$ cat src/rtl/dbd_pkg.sv
// ----------------------------------------------------------------------------
// dbd_pkg: shared types, constants and microcode for days_between_dates
// Field widths, the control word layout, the microcode table and the
// calendar tables used by the sequencer and the datapath.
// ----------------------------------------------------------------------------
package dbd_pkg;

	// field widths
	localparam int DAY_W   = 5;
	localparam int MONTH_W = 4;
	localparam int YEAR_W  = 14;
	localparam int DIST_W  = 22;

	// default upper year limit
	localparam int MAX_YEAR_DEF = 9999;

	// day ordinals up to year 16383 need 23 bits
	localparam int ORD_W = 23;

	// x / 25 == (x * RECIP_25) >> RECIP_SHIFT for any 12-bit x
	localparam int RECIP_25    = 5243;
	localparam int RECIP_SHIFT = 17;
	localparam int QUOT_W      = 8;

	localparam logic [DIST_W-1:0] DIST_MAX = {DIST_W{1'b1}};

	// microcode step address
	localparam int STEP_W = 4;
	typedef logic [STEP_W-1:0] step_t;

	localparam step_t STEP_IDLE  = 4'd0;
	localparam step_t STEP_DIVY  = 4'd1;
	localparam step_t STEP_LEAP  = 4'd2;
	localparam step_t STEP_DIVP  = 4'd3;
	localparam step_t STEP_YEARS = 4'd4;
	localparam step_t STEP_CENT  = 4'd5;
	localparam step_t STEP_MONTH = 4'd6;
	localparam step_t STEP_STORE = 4'd7;
	localparam step_t STEP_DIFF  = 4'd8;
	localparam step_t STEP_EMIT  = 4'd9;

	// datapath operations
	typedef enum logic [3:0] {
		OP_NOP,
		OP_DIVY,    // quotient of (year >> 2) by 25
		OP_LEAP,    // leap flag of the current year
		OP_DIVP,    // quotient of ((year - 1) >> 2) by 25
		OP_YEARS,   // acc = 365 * (year - 1) + (year - 1) / 4
		OP_CENT,    // acc -= century days, += 400-year days
		OP_MONTH,   // acc += days before month, leap day, day; check date
		OP_STORE,   // keep first ordinal, switch to second date
		OP_DIFF,    // acc = |first - second|
		OP_EMIT     // load the result register
	} op_t;

	// sequencing conditions
	typedef enum logic [1:0] {
		COND_NEXT,      // advance
		COND_WAIT_IN,   // hold until a word is taken
		COND_FIRST,     // jump while on the first date
		COND_WAIT_OUT   // hold until the result register is free, then jump
	} cond_t;

	typedef struct packed {
		op_t   op;
		cond_t cond;
		step_t target;
	} ucode_t;

	// sequencer to datapath
	typedef struct packed {
		op_t  op;
		logic idle;
	} ctrl_t;

	// datapath to sequencer
	typedef struct packed {
		logic in_fire;
		logic first;
		logic emit_ok;
	} stat_t;

	// microcode table: one date pass is DIVY..STORE, run twice
	function automatic ucode_t ucode_rom(input step_t s);
		ucode_t w;
		w = '{op: OP_NOP, cond: COND_NEXT, target: STEP_IDLE};
		case (s)
			STEP_IDLE:  w = '{op: OP_NOP,   cond: COND_WAIT_IN,  target: STEP_IDLE};
			STEP_DIVY:  w = '{op: OP_DIVY,  cond: COND_NEXT,     target: STEP_IDLE};
			STEP_LEAP:  w = '{op: OP_LEAP,  cond: COND_NEXT,     target: STEP_IDLE};
			STEP_DIVP:  w = '{op: OP_DIVP,  cond: COND_NEXT,     target: STEP_IDLE};
			STEP_YEARS: w = '{op: OP_YEARS, cond: COND_NEXT,     target: STEP_IDLE};
			STEP_CENT:  w = '{op: OP_CENT,  cond: COND_NEXT,     target: STEP_IDLE};
			STEP_MONTH: w = '{op: OP_MONTH, cond: COND_NEXT,     target: STEP_IDLE};
			STEP_STORE: w = '{op: OP_STORE, cond: COND_FIRST,    target: STEP_DIVY};
			STEP_DIFF:  w = '{op: OP_DIFF,  cond: COND_NEXT,     target: STEP_IDLE};
			STEP_EMIT:  w = '{op: OP_EMIT,  cond: COND_WAIT_OUT, target: STEP_IDLE};
			default:    w = '{op: OP_NOP,   cond: COND_NEXT,     target: STEP_IDLE};
		endcase
		return w;
	endfunction

	// length of a month, leap aware
	function automatic logic [DAY_W-1:0] month_len(input logic [MONTH_W-1:0] m,
			input logic leap);
		logic [DAY_W-1:0] len;
		case (m) inside
			4'd2:                   len = leap ? 5'd29 : 5'd28;
			4'd4, 4'd6, 4'd9, 4'd11: len = 5'd30;
			default:                len = 5'd31;
		endcase
		return len;
	endfunction

	// days in the year before the first of a month
	function automatic logic [8:0] days_before(input logic [MONTH_W-1:0] m);
		logic [8:0] n;
		case (m)
			4'd1:    n = 9'd0;
			4'd2:    n = 9'd31;
			4'd3:    n = 9'd59;
			4'd4:    n = 9'd90;
			4'd5:    n = 9'd120;
			4'd6:    n = 9'd151;
			4'd7:    n = 9'd181;
			4'd8:    n = 9'd212;
			4'd9:    n = 9'd243;
			4'd10:   n = 9'd273;
			4'd11:   n = 9'd304;
			4'd12:   n = 9'd334;
			default: n = 9'd0;
		endcase
		return n;
	endfunction

endpackage

$ cat src/rtl/dbd_if.sv
// ----------------------------------------------------------------------------
// dbd_if: channel interfaces for days_between_dates
// Valid/ready channels; a word moves when valid and ready are both high.
// ----------------------------------------------------------------------------

// date pair channel
interface dbd_in_if;
	import dbd_pkg::*;
	logic               valid;
	logic               ready;
	logic [DAY_W-1:0]   first_day;
	logic [MONTH_W-1:0] first_month;
	logic [YEAR_W-1:0]  first_year;
	logic [DAY_W-1:0]   second_day;
	logic [MONTH_W-1:0] second_month;
	logic [YEAR_W-1:0]  second_year;

	modport source (
		output valid, first_day, first_month, first_year,
		output second_day, second_month, second_year,
		input  ready
	);
	modport sink (
		input  valid, first_day, first_month, first_year,
		input  second_day, second_month, second_year,
		output ready
	);
endinterface

// distance channel
interface dbd_out_if;
	import dbd_pkg::*;
	logic              valid;
	logic              ready;
	logic [DIST_W-1:0] day_distance;
	logic              bad_date;

	modport source (
		output valid, day_distance, bad_date,
		input  ready
	);
	modport sink (
		input  valid, day_distance, bad_date,
		output ready
	);
endinterface

$ cat src/rtl/dbd_seq.sv
// ----------------------------------------------------------------------------
// dbd_seq: microcode sequencer
// Step counter over the microcode table with conditional jumps; issues one
// datapath operation per step.
// ----------------------------------------------------------------------------
module dbd_seq import dbd_pkg::*; (
	input  logic  clk,
	input  logic  arst_n,
	input  stat_t stat,
	output ctrl_t ctrl
);

	step_t  step_q;
	step_t  step_d;
	ucode_t uw;

	// step register
	always_ff @(posedge clk or negedge arst_n) begin
		if (!arst_n) begin
			step_q <= STEP_IDLE;
		end else begin
			step_q <= step_d;
		end
	end

	// fetch control word, pick next step
	always_comb begin
		uw = ucode_rom(step_q);
		case (uw.cond)
			COND_NEXT:     step_d = step_t'(step_q + 1'b1);
			COND_WAIT_IN:  step_d = stat.in_fire ? step_t'(step_q + 1'b1) : step_q;
			COND_FIRST:    step_d = stat.first ? uw.target : step_t'(step_q + 1'b1);
			COND_WAIT_OUT: step_d = stat.emit_ok ? uw.target : step_q;
			default:       step_d = STEP_IDLE;
		endcase
		ctrl.op   = uw.op;
		ctrl.idle = (uw.cond == COND_WAIT_IN);
	end

endmodule

$ cat src/rtl/dbd_dp.sv
// ----------------------------------------------------------------------------
// dbd_dp: date datapath
// Input capture, reciprocal divider by 25, ordinal accumulator, date checks
// and the result register.
// ----------------------------------------------------------------------------
module dbd_dp import dbd_pkg::*; #(
	parameter int MAX_YEAR = MAX_YEAR_DEF
) (
	input  logic     clk,
	input  logic     arst_n,
	input  ctrl_t    ctrl,
	output stat_t    stat,
	dbd_in_if.sink   dates,
	dbd_out_if.source result
);

	localparam logic [15:0] MaxYearV = 16'(MAX_YEAR);
	localparam int QuotLo = RECIP_SHIFT;
	localparam int ProdW  = (YEAR_W - 2) + 13;

	// captured word
	logic [DAY_W-1:0]   d1_q, d2_q;
	logic [MONTH_W-1:0] m1_q, m2_q;
	logic [YEAR_W-1:0]  y1_q, y2_q;

	// working registers
	logic               sel_q;
	logic               bad_q;
	logic               leap_q;
	logic [QUOT_W-1:0]  q_q;
	logic [ORD_W-1:0]   acc_q;
	logic [ORD_W-1:0]   ord_a_q;

	// result register
	logic               out_valid_q;
	logic [DIST_W-1:0]  dist_q;
	logic               bad_out_q;

	logic               in_fire;
	logic               emit_ok;
	logic               do_emit;
	logic [DAY_W-1:0]   dy;
	logic [MONTH_W-1:0] mo;
	logic [YEAR_W-1:0]  yr;
	logic [YEAR_W-3:0]  yb;
	logic [YEAR_W-1:0]  prior;
	logic [YEAR_W-3:0]  pb;
	logic [YEAR_W-3:0]  mul_a;
	logic [ProdW-1:0]   prod;
	logic [YEAR_W-3:0]  q25;
	logic               leap_c;
	logic [DAY_W-1:0]   mlen;
	logic               invalid;
	logic [ORD_W-1:0]   years;
	logic [ORD_W-1:0]   cent;
	logic [ORD_W-1:0]   month_sum;
	logic [ORD_W-1:0]   diff;
	logic [DIST_W-1:0]  sat;

	assign in_fire = dates.valid && ctrl.idle;
	assign emit_ok = !out_valid_q || result.ready;
	assign do_emit = (ctrl.op == OP_EMIT) && emit_ok;

	assign dates.ready   = ctrl.idle;
	assign stat.in_fire  = in_fire;
	assign stat.first    = !sel_q;
	assign stat.emit_ok  = emit_ok;

	assign result.valid        = out_valid_q;
	assign result.day_distance = dist_q;
	assign result.bad_date     = bad_out_q;

	// select current date and form the step results
	always_comb begin
		dy    = sel_q ? d2_q : d1_q;
		mo    = sel_q ? m2_q : m1_q;
		yr    = sel_q ? y2_q : y1_q;
		yb    = yr[YEAR_W-1:2];
		prior = yr - 1'b1;
		pb    = prior[YEAR_W-1:2];

		// divide by 25 through the reciprocal
		mul_a = (ctrl.op == OP_DIVP) ? pb : yb;
		prod  = ProdW'(mul_a) * ProdW'(RECIP_25);

		// year divisible by 100 when (year >> 2) == 25 * q and year % 4 == 0
		q25    = (YEAR_W-2)'(q_q) * (YEAR_W-2)'(25);
		leap_c = (yr[1:0] == 2'b00) && ((yb != q25) || (q_q[1:0] == 2'b00));

		mlen    = month_len(mo, leap_q);
		invalid = (mo == '0) || (mo > 4'd12) || (yr == '0) ||
			({2'b00, yr} > MaxYearV) || (dy == '0) || (dy > mlen);

		years     = ORD_W'(prior) * ORD_W'(365) + ORD_W'(pb);
		cent      = acc_q - ORD_W'(q_q) + ORD_W'(q_q[QUOT_W-1:2]);
		month_sum = acc_q + ORD_W'(days_before(mo)) +
			ORD_W'((mo > 4'd2) && leap_q) + ORD_W'(dy);

		diff = (ord_a_q >= acc_q) ? (ord_a_q - acc_q) : (acc_q - ord_a_q);
		// acc holds the distance by the time the result loads
		sat  = (acc_q > ORD_W'(DIST_MAX)) ? DIST_MAX : acc_q[DIST_W-1:0];
	end

	// control state: date select and result valid
	always_ff @(posedge clk or negedge arst_n) begin
		if (!arst_n) begin
			sel_q       <= 1'b0;
			out_valid_q <= 1'b0;
		end else begin
			if (in_fire) begin
				sel_q <= 1'b0;
			end else if (ctrl.op == OP_STORE) begin
				sel_q <= 1'b1;
			end
			if (do_emit) begin
				out_valid_q <= 1'b1;
			end else if (result.ready) begin
				out_valid_q <= 1'b0;
			end
		end
	end

	// payload: capture, run the step operation, load the result
	always_ff @(posedge clk) begin
		if (in_fire) begin
			d1_q  <= dates.first_day;
			m1_q  <= dates.first_month;
			y1_q  <= dates.first_year;
			d2_q  <= dates.second_day;
			m2_q  <= dates.second_month;
			y2_q  <= dates.second_year;
			bad_q <= 1'b0;
		end
		case (ctrl.op)
			OP_DIVY, OP_DIVP: q_q <= prod[QuotLo +: QUOT_W];
			OP_LEAP:          leap_q <= leap_c;
			OP_YEARS:         acc_q <= years;
			OP_CENT:          acc_q <= cent;
			OP_MONTH: begin
				acc_q <= month_sum;
				bad_q <= bad_q || invalid;
			end
			OP_STORE: begin
				if (!sel_q) begin
					ord_a_q <= acc_q;
				end
			end
			OP_DIFF:          acc_q <= diff;
			OP_EMIT: begin
				if (emit_ok) begin
					dist_q    <= bad_q ? '0 : sat;
					bad_out_q <= bad_q;
				end
			end
			default: ;
		endcase
	end

endmodule

$ cat src/rtl/days_between_dates.sv
// ----------------------------------------------------------------------------
// days_between_dates: absolute day distance between two Gregorian dates
// A microcoded sequencer walks each date through a day ordinal and returns
// the distance of the two ordinals, or zero with bad_date on an invalid date.
// ----------------------------------------------------------------------------
//
//  channel  dir  words              handshake
//  -------  ---  -----------------  ---------------
//  dates    in   two dates          valid / ready
//  result   out  distance, flag     valid / ready
//
//  Once a date pair is taken, the microcode runs seven datapath steps per
//  date, then the difference and the result load, and only then returns
//  to idle; a new pair is not taken while a word is being worked on.
//  dates.ready is high only while the sequencer sits on its idle step.
//  A result waiting in the output register does not block a new date pair;
//  the sequencer holds on its last step only until that register frees.
//  Reset (arst_n low) returns the sequencer to idle and drops result.valid.
//
module days_between_dates import dbd_pkg::*; #(
	parameter int MAX_YEAR = MAX_YEAR_DEF
) (
	input  logic      clk,
	input  logic      arst_n,
	dbd_in_if.sink    dates,
	dbd_out_if.source result
);

	ctrl_t ctrl;
	stat_t stat;

	dbd_seq u_seq (
		.clk    (clk),
		.arst_n (arst_n),
		.stat   (stat),
		.ctrl   (ctrl)
	);

	dbd_dp #(
		.MAX_YEAR (MAX_YEAR)
	) u_dp (
		.clk    (clk),
		.arst_n (arst_n),
		.ctrl   (ctrl),
		.stat   (stat),
		.dates  (dates),
		.result (result)
	);

	// one word in flight: no second pair right after a taken one
	a_one_in_flight: assert property (@(posedge clk) disable iff (!arst_n)
		dates.valid && dates.ready |=> !dates.ready)
		else $error("date pair accepted twice in a row");

	// a flagged result carries zero distance
	a_bad_zero: assert property (@(posedge clk) disable iff (!arst_n)
		result.valid && result.bad_date |-> result.day_distance == '0)
		else $error("bad date with nonzero distance");

	// a fresh result never comes straight out of an idle cycle
	a_no_idle_emit: assert property (@(posedge clk) disable iff (!arst_n)
		$rose(result.valid) |-> !$past(dates.ready))
		else $error("result raised while sequencer idle");

endmodule
$ cat src/flat_wrapper.sv
// flat-port wrapper written by rule: the top's interface ports become plain ports
module days_between_dates_flat import dbd_pkg::*;
#(
	parameter int MAX_YEAR = MAX_YEAR_DEF
)
  (clk, arst_n, dates_valid, dates_first_day, dates_first_month, dates_first_year, dates_second_day, dates_second_month, dates_second_year, dates_ready, result_valid, result_day_distance, result_bad_date, result_ready);
  dbd_in_if dates_i ();
  dbd_out_if result_i ();
  input  logic clk;
  input  logic arst_n;
  input wire logic [$bits(dates_i.valid)-1:0] dates_valid;
  input wire logic [$bits(dates_i.first_day)-1:0] dates_first_day;
  input wire logic [$bits(dates_i.first_month)-1:0] dates_first_month;
  input wire logic [$bits(dates_i.first_year)-1:0] dates_first_year;
  input wire logic [$bits(dates_i.second_day)-1:0] dates_second_day;
  input wire logic [$bits(dates_i.second_month)-1:0] dates_second_month;
  input wire logic [$bits(dates_i.second_year)-1:0] dates_second_year;
  output wire logic [$bits(dates_i.ready)-1:0] dates_ready;
  output wire logic [$bits(result_i.valid)-1:0] result_valid;
  output wire logic [$bits(result_i.day_distance)-1:0] result_day_distance;
  output wire logic [$bits(result_i.bad_date)-1:0] result_bad_date;
  input wire logic [$bits(result_i.ready)-1:0] result_ready;
  assign dates_i.valid = dates_valid;
  assign dates_i.first_day = dates_first_day;
  assign dates_i.first_month = dates_first_month;
  assign dates_i.first_year = dates_first_year;
  assign dates_i.second_day = dates_second_day;
  assign dates_i.second_month = dates_second_month;
  assign dates_i.second_year = dates_second_year;
  assign dates_ready = dates_i.ready;
  assign result_valid = result_i.valid;
  assign result_day_distance = result_i.day_distance;
  assign result_bad_date = result_i.bad_date;
  assign result_i.ready = result_ready;
  days_between_dates #(.MAX_YEAR(MAX_YEAR)) u_core (.clk(clk), .arst_n(arst_n), .dates(dates_i), .result(result_i));
endmodule
$ cat config.mk
export PLATFORM = sky130hd
export DESIGN_NAME = days_between_dates_flat
export DESIGN_NICKNAME = d
export VERILOG_FILES = /design/src/rtl/dbd_pkg.sv /design/src/rtl/dbd_if.sv /design/src/rtl/dbd_seq.sv /design/src/rtl/dbd_dp.sv /design/src/rtl/days_between_dates.sv /design/src/flat_wrapper.sv
export SDC_FILE = /design/constraint.sdc
export NUM_CORES = 1
export LEC_CHECK = 0
export ABC_AREA = 1
export BUFFER_PORTS_ARGS = -buffer_cell sky130_fd_sc_hd__buf_2
export CAP_MARGIN = 25
export CELL_PAD_IN_SITES_DETAIL_PLACEMENT = 1
export CELL_PAD_IN_SITES_GLOBAL_PLACEMENT = 1
export CORE_ASPECT_RATIO = 0.5
export CORE_UTILIZATION = 52
export DETAILED_ROUTE_END_ITERATION = 10
export GPL_TIMING_DRIVEN = 1
export PLACE_DENSITY = 0.86
export SLEW_MARGIN = 10
export SYNTH_ARGS = -nofsm -noshare
export SYNTH_HDL_FRONTEND = slang
export SYNTH_HIERARCHICAL = 1
export SYNTH_SLANG_ARGS = --single-unit
$ cat constraint.sdc
create_clock -name clk -period 15.6 [get_ports clk]
set_input_delay 1.56 -clock clk [delete_from_list [all_inputs] [get_ports clk]]
set_output_delay 1.56 -clock clk [all_outputs]
set_load 0.02 [all_outputs]
# ---- Word level (Yosys, flattened, before mapping)
# Memory sizes are Yosys's and may differ from the RTL's.
# Cells that the tools add are included.
dict set report word_totals {
  in_bits 50
  mem_bits_ro 256
  out_inout_bits 25
  word_cells 106
  reg_bits 131
  n_memories 2
}
dict set report classes {
  muxes 20
  multipliers 3
  bitwise_logic 1
  n_reduce_logical 28
  add_sub_neg 10
  n_eq_ne 20
  n_lt_le_gt_ge 6
}
# memory depth word_bits read_ports rd_clocked_by_memory_dff write_ports line_no
set memory_table {}
lappend memory_table {{(no name shown)} 16 9 1 0 0 dbd_pkg.sv:118} ;# case (m)
lappend memory_table {{(no name shown)} 16 7 1 0 0 dbd_pkg.sv:87} ;# case (s)
# operator n
set op_table {}
lappend op_table {{$pmux 23 s4} 1}
lappend op_table {{$sub 23x23->23} 2}
lappend op_table {{$mul 12x13->25 const B} 1}
lappend op_table {{$eq 4x3->1 const B} 6}
lappend op_table {{$add 23x1->23} 1}
lappend op_table {{$add 23x12->23} 1}
lappend op_table {{$add 23x5->23} 1}
lappend op_table {{$add 23x6->23} 1}
lappend op_table {{$add 23x9->23} 1}
lappend op_table {{$ge 23x23->1} 1}
lappend op_table {{$gt 23x22->1 const B} 1}
lappend op_table {{$mul 14x9->23 const B} 1}
lappend op_table {{$mux 23} 1}
lappend op_table {{$sub 23x8->23} 1}
lappend op_table {{$mux 22} 1}
lappend op_table {{$eq 4x4->1 const B} 4}
lappend op_table {{$mux 4} 4}
lappend op_table {{$pmux 4 s4} 1}
lappend op_table {{$gt 14x14->1 const B} 1}
lappend op_table {{$logic_not 14->1} 1}
lappend op_table {{$mux 14} 1}
lappend op_table {{$sub 14x1->14 const B} 1}
lappend op_table {{$eq 4x2->1 const B} 3}
lappend op_table {{$mul 8x5->12 const B} 1}
lappend op_table {{26 further kinds} 50}

# ---- Longest topological paths before layout
# Gate-level depths: netlist (run 1).
dict set report depth {
  depth_word 9
  ltp_mapped 36
  mapped_depth_nobuf 35
}

# ---- Hierarchy
# The synthesis (run 1) kept the hierarchy.
# mod seq_area_each_um2 instances cells_each area_each_um2
set by_module_without_submodules {}
lappend by_module_without_submodules {dbd_dp 3803.6 1 2625 19057.0}
lappend by_module_without_submodules {dbd_seq 100.1 1 67 449.2}

# ---- Worst setup path before layout (run 1)
# Ideal clock, no wire load.
dict set report synth_path {
  kind {flip-flop to flip-flop}
  start {register u_core.u_seq.step_q[1]}
  end {register u_core.u_dp.q_q[6] (data pin)}
  path_buffers 1
  synth_period_minus_slack_ns 6.083
  required_time_ns 15.343
  path_slack_ns 9.517
  setup_ns 0.257
  t_arrival_ns 5.826
  path_stages_with_launch 28
  path_cell_list {dfrtp_1 > inv_1 > ha_1 > nand3_4 > o21ai_0 > nand2_1 > nor2_2 > clkbuf_1 > nand2_1 > o21ai_0 > inv_1 > fa_1 > fa_1 > fa_1 > inv_1 > fa_1 > inv_1 > fa_1 > inv_1 > ha_1 > a21oi_1 > o21ai_0 > a21oi_1 > nor2_1 > nor3_1 > o21ai_0 > nand2_1 > nand2_1}
}
# item line_no
set synth_rtl {}
lappend synth_rtl {{from (decl)} dbd_seq.sv:13} ;# step_t step_q;
lappend synth_rtl {{from (signal assigned)} dbd_seq.sv:22} ;# step_q <= step_d;
lappend synth_rtl {{to (signal assigned)} dbd_dp.sv:135} ;# OP_DIVY, OP_DIVP: q_q <= prod[QuotLo +: QUOT_W];
lappend synth_rtl {{to (decl)} dbd_dp.sv:30} ;# logic [QUOT_W-1:0] q_q;

==> flow_summary.ini, run 1 <==
[die]
fp-row-count = 49
io_pins = 75
die_h_um = 139
die_area_um2 = 38300
initial_core_util_pct = 53.6
fp.dieW_um = 276
core_area_um2 = 36400

[global_routing]
grt_pass1_vias = 20200
grt_use_met2_pct = 63.1
antenna_found_initial = 1
use_met1_pct = 45.0
grt_usage_pct = 36.4
grt_max_degree = 50
grt_pass1_wl_um = 107000
use_met3_pct = 5.54
busiest_layer = met2
grt_remaining_overflow = 0

[yosys]
synthArstFlopShare_pct = 4.58
synthTopCellsByArea = edfxtp_1, ha_1, nand2_1
syn_inst = 2692
synth_area_um2 = 19500
synth_edf_count = 125
yosysTopAreaCellShare_pct = 19.2
synth_top_area_cell = edfxtp_1
synth_cell_types = 53
synth-seq-cells = 131
syn_avg_cell_area_um2 = 7.25
yosys_most_used_dff = edfxtp_1
yosysSeqAreaShare_pct = 20.0
ys.warnings.count = 6
synth_nets = 3142

[sta]
rsz0062_at_grt = no
fin_tns_setup_ps = 0
drv_slew = 0
max_freq_mhz = 135
post-route-period-util_pct = 47.4
period_needed_ps = 7390
finClkSkew_ps = 16.7
worstMarginPinSlew_ps = 1040
finalHoldViolCount = 0
relSlewSlack_pct = 30.7
setup_viol = 0

[clock_tree]
clk_pin_slew_ps = 70
clock_path_buffers = 2
clock_latency_ps = 450
cts_buffers = 17
cts_resized = 0
numClockSinks = 131
cts_tree = done
cts_max_level = 4
cts_hold_buf = 0
clockRootBuffer = clkbuf_16
postCtsSetupBuffers = 0

[routing]
num_vias = 18600
postRouteAntennaNets = 0
drcViolationCount = 0
finalWirelength_um = 68200
drt_iter0_markers = 1215
post_drt_wl_per_cell_um = 20.9
drtPass1Iterations = 5
vias_per_cell = 5.71

[cells_and_area]
areaGrowthSynthToFinish_pct = 7.43
fillCellCount = 4778
nets = 3211
seqCellArea_um2 = 3900
final_cell_mix = nand2_1, inv_1, ha_1
n_antenna_cell = 0
mostFrequentLayoutCell = nand2_1
multi_input_area_um2 = 13200
drive_gt1_share_pct = 6.99

[worst_setup_path]
cpPeakStageDelay_ps = 620
critPathMostFrequentCell = inv_1
worst_setup_path_start_kind = register
cp_slowest_cell = nor2_2
crit_type = reg2reg
endpoint_kind = register
required_ps = 15800
path_max_fanout = 17
worstPathArrival_ps = 7580

[placement]
dp_hpwl_um = 56200
gp_congestion = 0.939
io_buffers = 74

[min_path]
hold_class = reg2reg

[flow_run]
drv_cap = 0

[status]
status = completed
final timing paths:
| check | startpoint | endpoint | slack (ps) | cells after the start |
|---|---|---|---|---|
| min reg2reg | u_core/u_dp/acc_q[22] | u_core/u_dp/ord_a_q[22] | 520 | 0 |
| min | u_core/u_dp/acc_q[22] | u_core/u_dp/ord_a_q[22] | 520 | 0 |
| max reg2reg | u_core/u_seq/step_q[1] | u_core/u_dp/q_q[6] | 8210 | 32 |
| min in group asynchronous | arst_n | u_core/u_seq/step_q[3] | 940 | 1 |
| max | u_core/u_seq/step_q[1] | u_core/u_dp/q_q[6] | 8210 | 32 |
| max in group asynchronous | arst_n | u_core/u_dp/sel_q | 14510 | 1 |
routing by layer:
layer	vias to the layer above	wire length, um
met5	-	13
met2	573	33300
li1	8718	-
met1	9135	28900
met4	2	2640
met3	164	3440
cells by family (layout without fill, tap and decap cells):
group | count (synthesis) | in the layout | synth area share [%]
AOI/OAI and AO/OA | 305 | 305 | 8.63
xor gates and xnor gates | 65 | 65 | 2.92
adders and majority gates | 400 | 400 | 30.0
buffers and inverters | 627 | 709 | 12.5
DFF | 131 | 131 | 20.0
and+or+nand+nor | 1164 | 1164 | 26.0
Yosys cell counts, types with 5 or more instances:
cell type,instances
nand2_1,659
inv_1,574
ha_1,288
nand3_1,188
nor2_1,158
a21oi_1,134
edfxtp_1,125
fa_1,112
o21ai_0,109
nand4_1,60
xor2_1,52
nor3_1,25
or2_2,16
inv_2,15
nand2_2,13
xnor2_1,13
nand3b_1,12
o21ai_1,12
o21bai_1,10
a21o_1,8
buf_2,8
clkbuf_1,8
clkbuf_2,7
a31oi_1,6
dfrtp_1,6
nor2_2,6
o211ai_1,6
buf_4,5
nand2_4,5
stage by stage:
step	util, %	instances	hold WS [ps]	setup slack, ps	cell area (um2)
after floorplan	-	2692	451	9520	19500
after global placement	55.9	3224	495	8710	20400
after detailed placement	55.9	3224	509	8300	20400
after CTS	57.4	3256	509	8310	20900
after global routing	57.5	3258	525	7650	21000
final	57.5	3258	515	8210	21000
sequential cells by signal, summed over array words and instances, names as in the netlist:
signal	count
u_core/u_dp/result.bad_date	1
u_core/u_dp/result.valid	1
u_core/u_dp/y1_q	14
u_core/u_dp/d1_q	5
u_core/u_dp/q_q	8
u_core/u_dp/leap_q	1
u_core/u_dp/d2_q	5
u_core/u_seq/step_q	4
u_core/u_dp/ord_a_q	23
u_core/u_dp/m1_q	4
u_core/u_dp/result.day_distance	22
u_core/u_dp/acc_q	23
u_core/u_dp/bad_q	1
u_core/u_dp/sel_q	1
u_core/u_dp/m2_q	4
u_core/u_dp/y2_q	14
layout make-up:
type | instances | share of cell area, %
clock buffer | 19 | 2.07
tap | 484 | 2.89
sequential | 131 | 18.6
timing repair buffer | 85 | 2.26
clock inverter | 13 | 0.651
inverter | 592 | 10.6
multi-input combinational | 1934 | 62.9
worst max-delay path: cells and delay by family (launching register included):
| kind | cells | cell delay, ps |
|---|---|---|
| AO/OA/AOI/OAI | 4 | 940 |
| AND/OR/NAND/NOR | 10 | 1570 |
| buffers and inverters | 9 | 1060 |
| flip-flops | 1 | 440 |
| XOR/XNOR | 1 | 190 |
| adder cells (fa/ha/maj) | 8 | 2920 |
Power of run 1 is left out: the tool's default activity adds up to more than one toggle a clock period on the data nets, which glitch-free logic cannot reach.
==> run 2: changes to the inputs <==
--- a/config.mk
+++ b/config.mk
@@ -11,10 +11,10 @@
 export CELL_PAD_IN_SITES_DETAIL_PLACEMENT = 1
 export CELL_PAD_IN_SITES_GLOBAL_PLACEMENT = 1
 export CORE_ASPECT_RATIO = 0.5
-export CORE_UTILIZATION = 52
+export CORE_UTILIZATION = 48
 export DETAILED_ROUTE_END_ITERATION = 10
 export GPL_TIMING_DRIVEN = 1
-export PLACE_DENSITY = 0.86
+export PLACE_DENSITY = 0.8
 export SLEW_MARGIN = 10
 export SYNTH_ARGS = -nofsm -noshare
 export SYNTH_HDL_FRONTEND = slang
==> constraint.sdc (replaced) <==
create_clock -name clk -period 6.93 [get_ports clk]
set_input_delay 0.693 -clock clk [delete_from_list [all_inputs] [get_ports clk]]
set_output_delay 0.693 -clock clk [all_outputs]
set_load 0.02 [all_outputs]
==> flow_summary.ini, run 2 (synthesis gave the netlist of run 1 again) <==
[cells_and_area]
drive_gt1_share_pct = 7.81
mostFrequentLayoutCell = nand2_1
post-route-util_pct = 53.9
final_cell_mix = nand2_1, inv_1, ha_1
nets = 3229
areaGrowthSynthToFinish_pct = 8.90

[sta]
finClkSkew_ps = 16.0
period_needed_ps = 6460
max_freq_mhz = 155
setup_viol = 0
post-route-period-util_pct = 93.2
drv_slew = 0
relSlewSlack_pct = 38.6
finalHoldViolCount = 0
worstMarginPinSlew_ps = 918

[clock_tree]
cts_max_level = 4
clk_pin_slew_ps = 70
clock_path_buffers = 2
clockRootBuffer = clkbuf_16
clock_latency_ps = 460
numClockSinks = 131
cts_tree = done
cts_buffers = 17

[worst_setup_path]
worst_setup_path_start_kind = register
path_buf_inv = 9
worstPathArrival_ps = 6670
r2r_slack_ps = 470
required_ps = 7140
crit_family = adder cells
critPathMostFrequentCell = inv_1
crit_type = reg2reg
endpoint_kind = register
path_max_fanout = 6
cpPeakStageDelay_ps = 530
cp_slowest_cell = fa_1

[routing]
drt_iter0_markers = 946
num_vias = 18100
drtPass1Iterations = 7
drcViolationCount = 0
finalWirelength_um = 64800
postRouteAntennaNets = 0
vias_per_cell = 5.45
post_drt_wl_per_cell_um = 19.5

[flow_run]
drv_cap = 0

[min_path]
hold_class = in2async

[die]
initial_core_util_pct = 49.5
fp-row-count = 51
core_area_um2 = 39400
die_area_um2 = 41500
fp.dieW_um = 287
io_pins = 75
die_h_um = 145

[placement]
gp_congestion = 0.953
dp_hpwl_um = 54300
io_buffers = 74

[global_routing]
antenna_found_initial = 2
grt_pass1_wl_um = 103000
grt_max_degree = 50
grt_usage_pct = 32.3
grt_pass1_vias = 19300
grt_remaining_overflow = 0

[status]
status = completed
[run 2: cell types whose count changed in the layout (fill, tap and decap cells not counted), moves of 2 or more]
cell / change
buf_4: +17
inv_6: +3
clkinvlp_4: +2
o21ai_1: -2
clkinv_4: -2
o21ai_2: +3
clkinv_2: -5
bufinv_16: +2
[run 2: timing repair]
item                                    in CTS  in global routing
endpoints found under the setup margin       0                  8
hold buffers                                 0                  0
setup buffers                                0                  1
resized for setup                            0                  6
endpoints found under the hold margin        0                  0
[run 2: cell type report]
type                            count  area (um2)
Antenna cell                        1        2.50
Sequential cell                   131        3900
Clock inverter                     13         199
Clock buffer                       19         443
Timing Repair Buffer              103         606
Fill cell                        5194       18200
Multi-Input combinational cell   1934       13200
Inverter                          592        2230
Tap cell                          530         663
[run 2: worst paths after layout]
check | startpoint | endpoint | depth (start not counted)
hold / removal | arst_n | u_core/u_seq/step_q[0] | 1
min in group clk | dates_second_year[11] | u_core/u_dp/y2_q[11] | 1
max in group asynchronous | arst_n | u_core/u_dp/sel_q | 1
hold reg to reg | u_core/u_dp/acc_q[22] | u_core/u_dp/ord_a_q[22] | 0
setup reg to reg | u_core/u_seq/step_q[1] | u_core/u_dp/q_q[3] | 31
setup / recovery | u_core/u_seq/step_q[1] | u_core/u_dp/q_q[3] | 31
[run 2: per-layer routing]
layer | global-route usage (%) | wire length, um | up-vias
li1 | - | - | 8745
met1 | 39.9 | 29000 | 8932
met2 | 58.5 | 31700 | 337
met3 | 3.88 | 2220 | 106
met4 | 11.3 | 1890 | 0
met5 | 0 | 0 | -
[run 2: per-stage QoR]
step	TNS, ps	worst slack, ps	instance area, um2	hold slack (ps)	cells
floorplan	0	847	19500	397	2692
global placement	0	470	20500	477	3286
detailed placement	0	164	20500	485	3286
CTS	0	146	21200	57.5	3318
global route	-53.1	-53.1	21200	68.8	3322
finish	0	469	21200	74.8	3323
[run 2: worst register-to-register path, delay by kind of cell (launching register included)]
family / cells / cell delay (ps)
buffers and inverters: 9 / 770
and+or+nand+nor: 7 / 830
adders and majority gates: 8 / 2920
xor gates and xnor gates: 2 / 310
AOI/OAI and AO/OA: 5 / 970
DFF: 1 / 430
Power of run 2 is left out for the same reason.
